$ cat config.mk
export PLATFORM = sky130hd
export DESIGN_NAME = weighted_draw_without_replacement
export DESIGN_NICKNAME = d
export VERILOG_FILES = /design/src/hw/rtl/wdwr_pkg.sv /design/src/hw/rtl/weighted_draw_without_replacement.sv
export SDC_FILE = /design/constraint.sdc
export NUM_CORES = 1
export LEC_CHECK = 0
export ABC_AREA = 0
export ABC_CLOCK_PERIOD_IN_PS = 9850
export BUFFER_PORTS_ARGS = -buffer_cell sky130_fd_sc_hd__buf_2
export CORE_AREA = 4 4 225 271
export DETAILED_ROUTE_END_ITERATION = 10
export DIE_AREA = 0 0 229 275
export PLACE_DENSITY_LB_ADDON = 0.15
export SYNTH_ARGS = -nofsm -noshare
export SYNTH_HDL_FRONTEND = slang
export SYNTH_SLANG_ARGS = --single-unit
$ cat constraint.sdc
create_clock -name clk -period 9.85 [get_ports clk]
set_clock_uncertainty 0.2 [all_clocks]
set_input_delay 0.4925 -clock clk [delete_from_list [all_inputs] [get_ports clk]]
set_output_delay 0.4925 -clock clk [all_outputs]
set_load 0.05 [all_outputs]
$ cat src/hw/rtl/wdwr_pkg.sv
// ----------------------------------------------------------------------------
// wdwr_pkg: shared types and codes for the weighted draw block
// Request and result payloads, command and status codes, widths.
// ----------------------------------------------------------------------------
package wdwr_pkg;

	localparam int MAX_ENTRIES = 64;
	localparam int IDX_W       = 6;
	localparam int WEIGHT_W    = 8;
	localparam int CNT_W       = 7;
	localparam int TOTAL_W     = 14;

	localparam logic [TOTAL_W-1:0] TOTAL_MAX   = '1;
	localparam logic [CNT_W-1:0]   ENTRIES_MAX = CNT_W'(MAX_ENTRIES);

	localparam logic [1:0] CMD_WRITE = 2'd0;
	localparam logic [1:0] CMD_ROUND = 2'd1;
	localparam logic [1:0] CMD_DRAW  = 2'd2;

	localparam logic [1:0] ST_OK         = 2'd0;
	localparam logic [1:0] ST_COUNT_HIGH = 2'd1;
	localparam logic [1:0] ST_NONE_DUE   = 2'd2;
	localparam logic [1:0] ST_BAD_INDEX  = 2'd3;

	typedef struct packed {
		logic [1:0]          cmd;
		logic [IDX_W-1:0]    entry_index;
		logic [WEIGHT_W-1:0] entry_weight;
		logic [CNT_W-1:0]    draw_count;
		logic [TOTAL_W-1:0]  random_value;
	} req_t;

	typedef struct packed {
		logic [1:0]       status;
		logic [IDX_W-1:0] selected_index;
		logic [CNT_W-1:0] draws_remaining;
	} rsp_t;

endpackage

$ cat src/hw/rtl/weighted_draw_without_replacement.sv
// ----------------------------------------------------------------------------
// weighted_draw_without_replacement: roulette wheel draw without replacement
// Weight table in a synchronous RAM, walked one entry per cycle.
// ----------------------------------------------------------------------------
// Weight writes, refused rounds, idle draws, in-order draws, no-ops and any round or
//   draw with nothing in use answer in the cycle after the request; a round start
//   walks all n entries in use to sum them, a random draw walks until it hits entry k.
// Throughput: one request per response; busy holds off requests during a walk.
// Done pulses one cycle; the receiver cannot stall.
// Reset clears control state, removal mask and totals; weights stay undefined.
module weighted_draw_without_replacement
	import wdwr_pkg::*;
(
	input  logic             clk,
	input  logic             arst_n,
	input  logic             cfg_we,
	input  logic [CNT_W-1:0] cfg_wdata,
	input  logic             start,
	input  req_t             req,
	output logic             busy,
	output logic             done,
	output rsp_t             rsp
);

	localparam logic [1:0] S_IDLE = 2'd0;
	localparam logic [1:0] S_SUM  = 2'd1;
	localparam logic [1:0] S_WALK = 2'd2;

	logic [WEIGHT_W-1:0]    mem [MAX_ENTRIES];
	logic [WEIGHT_W-1:0]    rd_data_s1;

	logic [CNT_W-1:0]       cfg_q;
	logic [1:0]             state_q;
	logic [IDX_W-1:0]       rd_addr_q;
	logic                   issue_q;
	logic                   vld_s1;
	logic [IDX_W-1:0]       idx_s1;
	logic [TOTAL_W-1:0]     acc_q;
	logic [TOTAL_W-1:0]     total_q;
	logic [CNT_W-1:0]       pending_q;
	logic                   take_all_q;
	logic [IDX_W-1:0]       next_q;
	logic [MAX_ENTRIES-1:0] removed_q;
	logic                   done_q;
	rsp_t                   rsp_q;

	logic [CNT_W-1:0]   n_use;
	logic               accept;
	logic               last_s1;
	logic [TOTAL_W:0]   sum_ext;
	logic [TOTAL_W-1:0] sum_sat;
	logic [TOTAL_W-1:0] w_ext;
	logic [CNT_W-1:0]   pend_dec;

	assign n_use    = (cfg_q > ENTRIES_MAX) ? ENTRIES_MAX : cfg_q;
	assign accept   = start && !busy;
	assign busy     = (state_q != S_IDLE);
	assign last_s1  = ({1'b0, idx_s1} == (n_use - CNT_W'(1)));
	assign w_ext    = TOTAL_W'(rd_data_s1);
	assign sum_ext  = {1'b0, acc_q} + {1'b0, w_ext};
	assign sum_sat  = sum_ext[TOTAL_W] ? TOTAL_MAX : sum_ext[TOTAL_W-1:0];
	assign pend_dec = pending_q - CNT_W'(1);
	assign done     = done_q;
	assign rsp      = rsp_q;

	// weight RAM: writes only while idle; read every cycle, data used only during a walk
	always_ff @(posedge clk) begin
		if (accept && req.cmd == CMD_WRITE && {1'b0, req.entry_index} < n_use) begin
			mem[req.entry_index] <= req.entry_weight;
		end
		rd_data_s1 <= mem[rd_addr_q];
	end

	always_ff @(posedge clk or negedge arst_n) begin
		if (!arst_n) begin
			cfg_q      <= '0;
			state_q    <= S_IDLE;
			rd_addr_q  <= '0;
			issue_q    <= 1'b0;
			vld_s1     <= 1'b0;
			idx_s1     <= '0;
			acc_q      <= '0;
			total_q    <= '0;
			pending_q  <= '0;
			take_all_q <= 1'b0;
			next_q     <= '0;
			removed_q  <= '0;
			done_q     <= 1'b0;
			rsp_q      <= '0;
		end else begin
			done_q <= 1'b0;
			if (cfg_we) begin
				cfg_q <= cfg_wdata;
			end

			// read issue stage of the walk
			if (state_q != S_IDLE && issue_q) begin
				vld_s1 <= 1'b1;
				idx_s1 <= rd_addr_q;
				if ({1'b0, rd_addr_q} == n_use - CNT_W'(1)) begin
					issue_q <= 1'b0;
				end else begin
					rd_addr_q <= rd_addr_q + IDX_W'(1);
				end
			end else begin
				vld_s1 <= 1'b0;
			end

			unique case (state_q)
				S_IDLE: begin
					if (accept) begin
						rd_addr_q <= '0;
						unique case (req.cmd)
							CMD_WRITE: begin
								done_q <= 1'b1;
								rsp_q  <= '{status: ({1'b0, req.entry_index} < n_use) ?
									ST_OK : ST_BAD_INDEX, selected_index: '0,
									draws_remaining: pending_q};
							end
							CMD_ROUND: begin
								if (req.draw_count > n_use) begin
									pending_q  <= '0;
									take_all_q <= 1'b0;
									done_q     <= 1'b1;
									rsp_q      <= '{status: ST_COUNT_HIGH, selected_index: '0,
										draws_remaining: '0};
								end else begin
									removed_q  <= '0;
									pending_q  <= req.draw_count;
									next_q     <= '0;
									take_all_q <= (req.draw_count == n_use);
									acc_q      <= '0;
									if (n_use == '0) begin
										total_q <= '0;
										done_q  <= 1'b1;
										rsp_q   <= '{status: ST_OK, selected_index: '0,
											draws_remaining: req.draw_count};
									end else begin
										issue_q <= 1'b1;
										state_q <= S_SUM;
									end
								end
							end
							CMD_DRAW: begin
								if (pending_q == '0) begin
									done_q <= 1'b1;
									rsp_q  <= '{status: ST_NONE_DUE, selected_index: '0,
										draws_remaining: '0};
								end else begin
									pending_q <= pend_dec;
									if (take_all_q) begin
										next_q <= next_q + IDX_W'(1);
										done_q <= 1'b1;
										if ({1'b0, next_q} >= n_use) begin
											rsp_q <= '{status: ST_BAD_INDEX, selected_index: '0,
												draws_remaining: pend_dec};
										end else begin
											removed_q[next_q] <= 1'b1;
											rsp_q <= '{status: ST_OK, selected_index: next_q,
												draws_remaining: pend_dec};
										end
									end else if (n_use == '0) begin
										done_q <= 1'b1;
										rsp_q  <= '{status: ST_BAD_INDEX, selected_index: '0,
											draws_remaining: pend_dec};
									end else begin
										acc_q   <= (req.random_value > total_q) ?
											total_q : req.random_value;
										issue_q <= 1'b1;
										state_q <= S_WALK;
									end
								end
							end
							default: begin
								done_q <= 1'b1;
								rsp_q  <= '{status: ST_OK, selected_index: '0,
									draws_remaining: pending_q};
							end
						endcase
					end
				end
				S_SUM: begin
					if (vld_s1) begin
						acc_q <= sum_sat;
						if (last_s1) begin
							total_q <= sum_sat;
							issue_q <= 1'b0;
							vld_s1  <= 1'b0;
							state_q <= S_IDLE;
							done_q  <= 1'b1;
							rsp_q   <= '{status: ST_OK, selected_index: '0,
								draws_remaining: pending_q};
						end
					end
				end
				S_WALK: begin
					if (vld_s1) begin
						if (!removed_q[idx_s1] && acc_q <= w_ext) begin
							// hit: remove entry, drop any read already in flight
							removed_q[idx_s1] <= 1'b1;
							total_q <= (total_q > w_ext) ? total_q - w_ext : '0;
							issue_q <= 1'b0;
							vld_s1  <= 1'b0;
							state_q <= S_IDLE;
							done_q  <= 1'b1;
							rsp_q   <= '{status: ST_OK, selected_index: idx_s1,
								draws_remaining: pending_q};
						end else begin
							if (!removed_q[idx_s1]) begin
								acc_q <= acc_q - w_ext;
							end
							if (last_s1) begin
								issue_q <= 1'b0;
								vld_s1  <= 1'b0;
								state_q <= S_IDLE;
								done_q  <= 1'b1;
								rsp_q   <= '{status: ST_BAD_INDEX, selected_index: '0,
									draws_remaining: pending_q};
							end
						end
					end
				end
				default: begin
					state_q <= S_IDLE;
				end
			endcase
		end
	end

	a_vld_busy: assert property (@(posedge clk) disable iff (!arst_n)
		vld_s1 |-> state_q != S_IDLE)
		else $error("read data valid outside a walk");

	a_issue_range: assert property (@(posedge clk) disable iff (!arst_n)
		issue_q |-> {1'b0, rd_addr_q} < n_use)
		else $error("walk address beyond entries in use");

	a_walk_end_done: assert property (@(posedge clk) disable iff (!arst_n)
		(state_q == S_IDLE && $past(state_q) != S_IDLE) |-> done_q)
		else $error("walk ended without a response");

	a_req_answered: assert property (@(posedge clk) disable iff (!arst_n)
		(start && !busy) |=> (done_q || busy))
		else $error("request neither answered nor in progress");

	a_no_done_busy: assert property (@(posedge clk) disable iff (!arst_n)
		done_q |-> state_q == S_IDLE)
		else $error("response while still walking");

endmodule

==> flow_metrics.py, run 1 <==
metrics = {
    "yosys": {
        "synth_top_area_cell": "edfxtp_1",
        "synthesis.instances": 2479,
        "synth_edf_count": 512,
        "yosysUniqueCellTypes": 86,
        "ys.warnings.count": 0,
        "syn_area_sq_mm": 0.0318,
        "synth-seq-cells": 665,
        "synth.area.top_cells": "edfxtp_1, dfrtp_1, mux4_2",
        "synth_ff_type": "edfxtp_1",
        "synth_area_per_cell_sq_um": 12.8,
        "synth_async_sr_flop_share_pct": 21.8,
        "yosysSeqAreaShare_pct": 60.3,
        "synthesis.nets": 2599,
        "yosysTopAreaCellShare_pct": 48.4,
    },
    "floorplan": {
        "core_area_sq_mm": 0.0583,
        "start_util_pct": 54.6,
        "rows": 97,
        "die_area_sq_mm": 0.0630,
        "io_pins": 65,
        "die_y_microns": 275,
        "die_w_microns": 229,
    },
    "finish": {
        "final_cells": 3281,
        "mostFrequentLayoutCell": "edfxtp_1",
        "layout_common_cells": "edfxtp_1, nor2_1, a21oi_1",
        "multi_input_area_sq_mm": 0.0118,
        "final_nets": 2608,
        "final_core_util_pct": 59.9,
        "seqCellArea_sq_mm": 0.0192,
        "design_area_sq_mm": 0.0349,
        "area_growth_pct": 9.77,
        "drive_above_1_share_pct": 14.3,
        "fill_cells": 4568,
    },
    "critical_path": {
        "path_max_fanout": 16,
        "critPathLaunchType": "flop",
        "cp_data_required_time_ps": 10120,
        "worstRegToRegCells": 11,
        "reg2reg_to": "rsp[7]",
        "cp_common_cell": "nand2_1",
        "critical_path.startpoint": "cfg_q[6]",
        "slowest_delay_ps": 770,
        "end_kind": "flop",
        "crit_path_top_delay_cell": "a211oi_4",
        "reg2reg_slack_ps": 4990,
        "r2r-start": "cfg_q[6]",
        "path_class": "reg -> reg",
        "crit_chain": "inv_1, nand2_1, ha_1, or4b_2, o211ai_1, xor2_1, or4b_1, nand2_1, nand2_1, a211oi_4, mux2_2",
        "crit_arrival_ps": 5130,
    },
    "route": {
        "wl_microns": 82200,
        "drtAntennaViolNets": 0,
        "drc_errors": 0,
        "drt-initial-drc-count": 2064,
        "dr.pass1.iters": 8,
        "post_drt_wl_per_cell_microns": 25.1,
        "viasPerCell": 6.44,
        "vias": 21118,
    },
    "min_path": {
        "min-delay-start": "req[17]",
        "hold_depth": 3,
        "hold_path_class": "in -> reg",
        "min_to": "pending_q[3]",
    },
    "pwr": {
        "worst_ir_drop_vdd_mv": 0.218,
        "leakagePower_nw": 12.1,
        "power_density_mw_per_mm2": 255,
    },
    "timing": {
        "rsz0062_at_grt": "false",
        "min_period_ps": 4860,
        "timing.hold.ws_ps": 53.9,
        "tightest_slew_ps": 1260,
        "slew_headroom_pct": 16.2,
        "clock.fmax_mhz": 206,
        "min_period_over_period_pct": 49.3,
        "fin_setup_tns_ps": 0,
        "setup_violations": 0,
        "hold_violations": 0,
        "slew_violations": 0,
    },
    "placement": {
        "hpwl_microns": 51500,
        "io_buffers": 64,
        "dpl.cell_count": 3152,
        "gp_congestion": 0.923,
        "placed_area_sq_mm": 0.0327,
    },
    "run_status": {
        "status": "finished clean",
    },
    "global_routing": {
        "antenna_found_initial": 0,
        "grt-ovfl-total": 0,
        "grt_pass1_vias": 21094,
        "grt_pass1_wl_microns": 127000,
        "grt_max_degree": 131,
        "track_usage_pct": 26.0,
    },
    "clock_tree": {
        "cts_resized": 0,
        "clock_path_buffers": 3,
        "root_buffer": "clkbuf_16",
        "postCtsSetupRepairBufs": 0,
        "cts_tree": "built",
        "worst_skew_pair.late_latency_ps": 600,
        "clk_pin_slew_worst_paths_ps": 60,
        "numCtsBuffers": 69,
        "cts_hold_buf": 7,
        "htree_levels": 3,
        "cts_sinks": 665,
    },
    "job": {
        "drv_cap": 0,
    },
}
-- per-layer routing --
metal | GRT usage [%] | part of all wire, % | up-vias
li1 | - | - | 9575
met3 | 4.48 | 7.2 | 180
met1 | 33.5 | 40 | 10485
met5 | 0 | 0 | -
met2 | 44.4 | 49 | 878
met4 | 10.3 | 3.8 | 0
-- Yosys cell counts, types with 7 or more instances --
cell      number
a22o_1        10
a21o_1         7
dfrtp_1      145
xnor2_1       14
dfxtp_1        8
nor2b_1       16
o221ai_1      33
a211oi_1       7
nand4_1       10
mux4_2        73
buf_2         13
a21oi_1      186
mux2_2        69
o211ai_1       9
nand2b_1      14
o21ai_0      173
nor2_1       192
nor3b_1        9
or3_1         13
ha_1          69
and2_1         9
o21a_1         7
inv_1         64
buf_1         27
nand3_1       86
nor3_1        31
mux2_1        10
edfxtp_1     512
xor2_1        29
o22ai_1       45
a22oi_1       17
mux2i_1      121
nand2_1      117
nand3b_1      11
o31ai_1       73
and3_1        12
clkbuf_1     118
-- area by class of cell --
cell class              instances  share of cell area [%]
flip-flops and latches        665                    54.9
multi-input cells            1584                    33.7
clock buffers                  93                    5.62
well taps                     742                    2.66
repair buffers                102                    1.84
inverters                      66                   0.710
clock inverters                28                   0.552
diodes                          1                 0.00717
-- how the worst max path moves through the flow --
stage	slack, ps	to
floorplan	5770	rsp[0]
global placement	5210	rsp[8]
detailed placement	5070	rsp[14]
CTS	5040	rsp[8]
global route	4820	rsp[8]
finish	4990	rsp[7]
-- state kept, by name (all words and copies together), names as in the netlist, 7 cells and up --
name,count
acc_q,14
removed_q,64
pending_q,7
rd_data_s1,8
mem,512
total_q,14
cfg_q,7
rsp,15
-- power breakdown --
group	switching [W]	internal [W]
sequential	0.000174	0.00315
clock	0.00106	0.00145
combinational	0.00191	0.00116
total	0.00315	0.00576
-- logic make-up after synthesis --
family | share of synthesized area, %
flip-flops | 60.3
AO/OA/AOI/OAI | 12.6
AND/OR/NAND/NOR | 8.35
multiplexers | 11.8
buffers and inverters | 2.88
adder cells (fa/ha/maj) | 2.90
XOR/XNOR | 1.18
-- critical path: cells and delay by family (launching register included) --
kind / cells / cell delay [ps]
AOI/OAI and AO/OA: 2 / 940
xor gates and xnor gates: 1 / 100
and+or+nand+nor: 5 / 1880
DFF: 1 / 650
buffers and inverters: 1 / 250
adders and majority gates: 1 / 330
muxes: 1 / 410
-- metrics by stage --
step           setup slack, ps  total power (W)
2_1_floorplan             5770          0.00556
3_3_place_gp              5210          0.00640
3_5_place_dp              5070          0.00644
4_1_cts                   5040          0.00895
5_1_grt                   4820          0.00936
6_report                  4990          0.00891
Power figures use the tool's default switching activity.
==> run 2: changes to the inputs <==
Settings changed: ABC_CLOCK_PERIOD_IN_PS 9850 to 4500.
Clock period 9.85 ns to 4.5 ns, I/O delays scaled along.
==> run 2 against run 1 <==
  * Sequential share of layout area down 2.0 points
  * Utilization increased by 2.2 points
  * Largest cell class unchanged
  * Flip-flop and latch count is the same
  * Highest routed layer unchanged
  * Fmax up 13%
==> flow_metrics.py, run 2 (same netlist as run 1, synthesis figures left out) <==
metrics = {
    "critical_path": {
        "crit_end": "total_q[11]",
        "path_max_fanout": 15,
        "end_kind": "flop",
        "slowest_delay_ps": 690,
        "cp_data_required_time_ps": 4800,
        "worst-path-stages": 10,
        "cp_common_cell": "nand2_1",
        "crit_path_top_delay_cell": "or4b_1",
        "critPathLaunchType": "flop",
        "r2r-start": "cfg_q[1]",
        "path_class": "reg -> reg",
        "crit_chain": "nand2_1, ha_1, or4b_2, o211ai_1, xor2_1, or4b_1, nand2_1, nand3_1, or2_4, o32ai_1",
        "path_delay_family": "simple AND/OR/NAND/NOR gates",
        "crit_arrival_ps": 4590,
        "critPathBufInv": 0,
        "critical_path.startpoint": "cfg_q[1]",
        "reg2reg_slack_ps": 210,
        "reg2reg_to": "total_q[11]",
        "worstRegToRegCells": 10,
    },
    "pwr": {
        "leakagePower_nw": 12.8,
        "intPower_w": 0.0129,
        "switching_power_w": 0.00704,
        "worst_ir_drop_vdd_mv": 0.400,
        "clkPwrFrac_pct": 28.1,
        "power_density_mw_per_mm2": 550,
        "comb_power_share_pct": 35.1,
        "p_seq_share_pct": 36.8,
        "p_sw_share_pct": 35.4,
    },
    "finish": {
        "antenna_cells": 0,
        "largest_register_ffs": 512,
        "regMostFlops": "mem",
        "drive_above_1_share_pct": 17.8,
        "area_growth_pct": 13.8,
        "final_nets": 2744,
        "mostFrequentLayoutCell": "edfxtp_1",
        "layout_common_cells": "edfxtp_1, nor2_1, a21oi_1",
    },
    "timing": {
        "hold_violations": 0,
        "tightest_slew_ps": 1170,
        "timing.hold.ws_ps": 6.31,
        "slew_violations": 0,
        "fin_setup_tns_ps": 0,
        "setup_violations": 0,
        "slew_headroom_pct": 21.9,
        "rsz0062_at_grt": "false",
        "min_period_ps": 4290,
        "min_period_over_period_pct": 95.4,
        "clock.fmax_mhz": 233,
    },
    "job": {
        "drv_cap": 0,
    },
    "clock_tree": {
        "clock_path_buffers": 3,
        "cts_tree": "built",
        "root_buffer": "clkbuf_16",
        "clk_pin_slew_worst_paths_ps": 60,
        "numCtsBuffers": 69,
        "cts_sinks": 665,
        "htree_levels": 3,
        "worst_skew_pair.late_latency_ps": 620,
    },
    "placement": {
        "io_buffers": 64,
        "gp_congestion": 0.898,
        "hpwl_microns": 53400,
    },
    "route": {
        "dr.pass1.iters": 8,
        "viasPerCell": 6.30,
        "vias": 21550,
        "wl_microns": 82800,
        "drtAntennaViolNets": 0,
        "post_drt_wl_per_cell_microns": 24.2,
        "drt-initial-drc-count": 1855,
        "drc_errors": 0,
    },
    "global_routing": {
        "grt_pass1_vias": 21519,
        "grt-ovfl-total": 0,
        "track_usage_pct": 26.3,
        "grt_max_degree": 129,
        "grt_pass1_wl_microns": 128000,
        "antenna_found_initial": 0,
    },
    "floorplan": {
        "die_y_microns": 275,
        "core_area_sq_mm": 0.0583,
        "die_area_sq_mm": 0.0630,
        "io_pins": 65,
        "start_util_pct": 54.6,
        "die_w_microns": 229,
        "rows": 97,
    },
    "min_path": {
        "hold_path_class": "in -> reg",
        "hold_depth": 4,
    },
    "run_status": {
        "status": "finished clean",
    },
}
run 2: what timing repair did:
action	in CTS	in global routing
setup buffers	0	0
hold buffers	38	0
hold endpoints to repair	176	0
gates resized for setup	0	0
run 2: worst min path at each step:
| stage | start | to | slack, ps |
|---|---|---|---|
| final | req[0] | acc_q[0] | 6 |
| after global routing | req[5] | acc_q[5] | 50 |
| after CTS | req[0] | acc_q[0] | 1 |
| after detailed placement | arst_n | removed_q[15] | 40 |
| after global placement | arst_n | removed_q[12] | 40 |
| after floorplan | arst_n | acc_q[0] | -270 |
run 2: worst min-delay path, cell delays in order:
cell and delay, ps:
buf_2 90, mux2i_1 80, o21ai_0 220, mux2_2 160
run 2: final cells by class:
cell class / count / area (sq um)
Clock buffer: 85 / 1850
Inverter: 66 / 248
Clock inverter: 39 / 357
Multi-Input combinational cell: 1584 / 11800
Fill cell: 4480 / 22100
Sequential cell: 665 / 19200
Timing Repair Buffer: 238 / 1900
Tap cell: 742 / 928
run 2: power by group through the flow:
stage | sequential [W] | combinational, W | clock, W
after floorplan | 0.00730 | 0.00487 | 0
after global placement | 0.00743 | 0.00682 | 0
after detailed placement | 0.00744 | 0.00690 | 0
after CTS | 0.00732 | 0.00696 | 0.00570
after global routing | 0.00736 | 0.00752 | 0.00599
final | 0.00732 | 0.00698 | 0.00560
run 2: routing by layer:
metal | track usage [%] | part of all wire, %
met3 | 3.76 | 6.4
met4 | 10.0 | 3.7
met2 | 45.2 | 50
met5 | 0 | 0
met1 | 34.1 | 40
run 2: metrics by stage:
step,utilization (%),power (W),std cells,instance area (sq um),worst slack (ps)
final,62.1,0.0199,3419,36200,206
after global routing,62.1,0.0209,3419,36200,57.0
after CTS,62.1,0.0200,3419,36200,278
after detailed placement,57.7,0.0143,3257,33600,281
after global placement,57.7,0.0142,3257,33600,469
after floorplan,-,0.0122,2479,31800,421
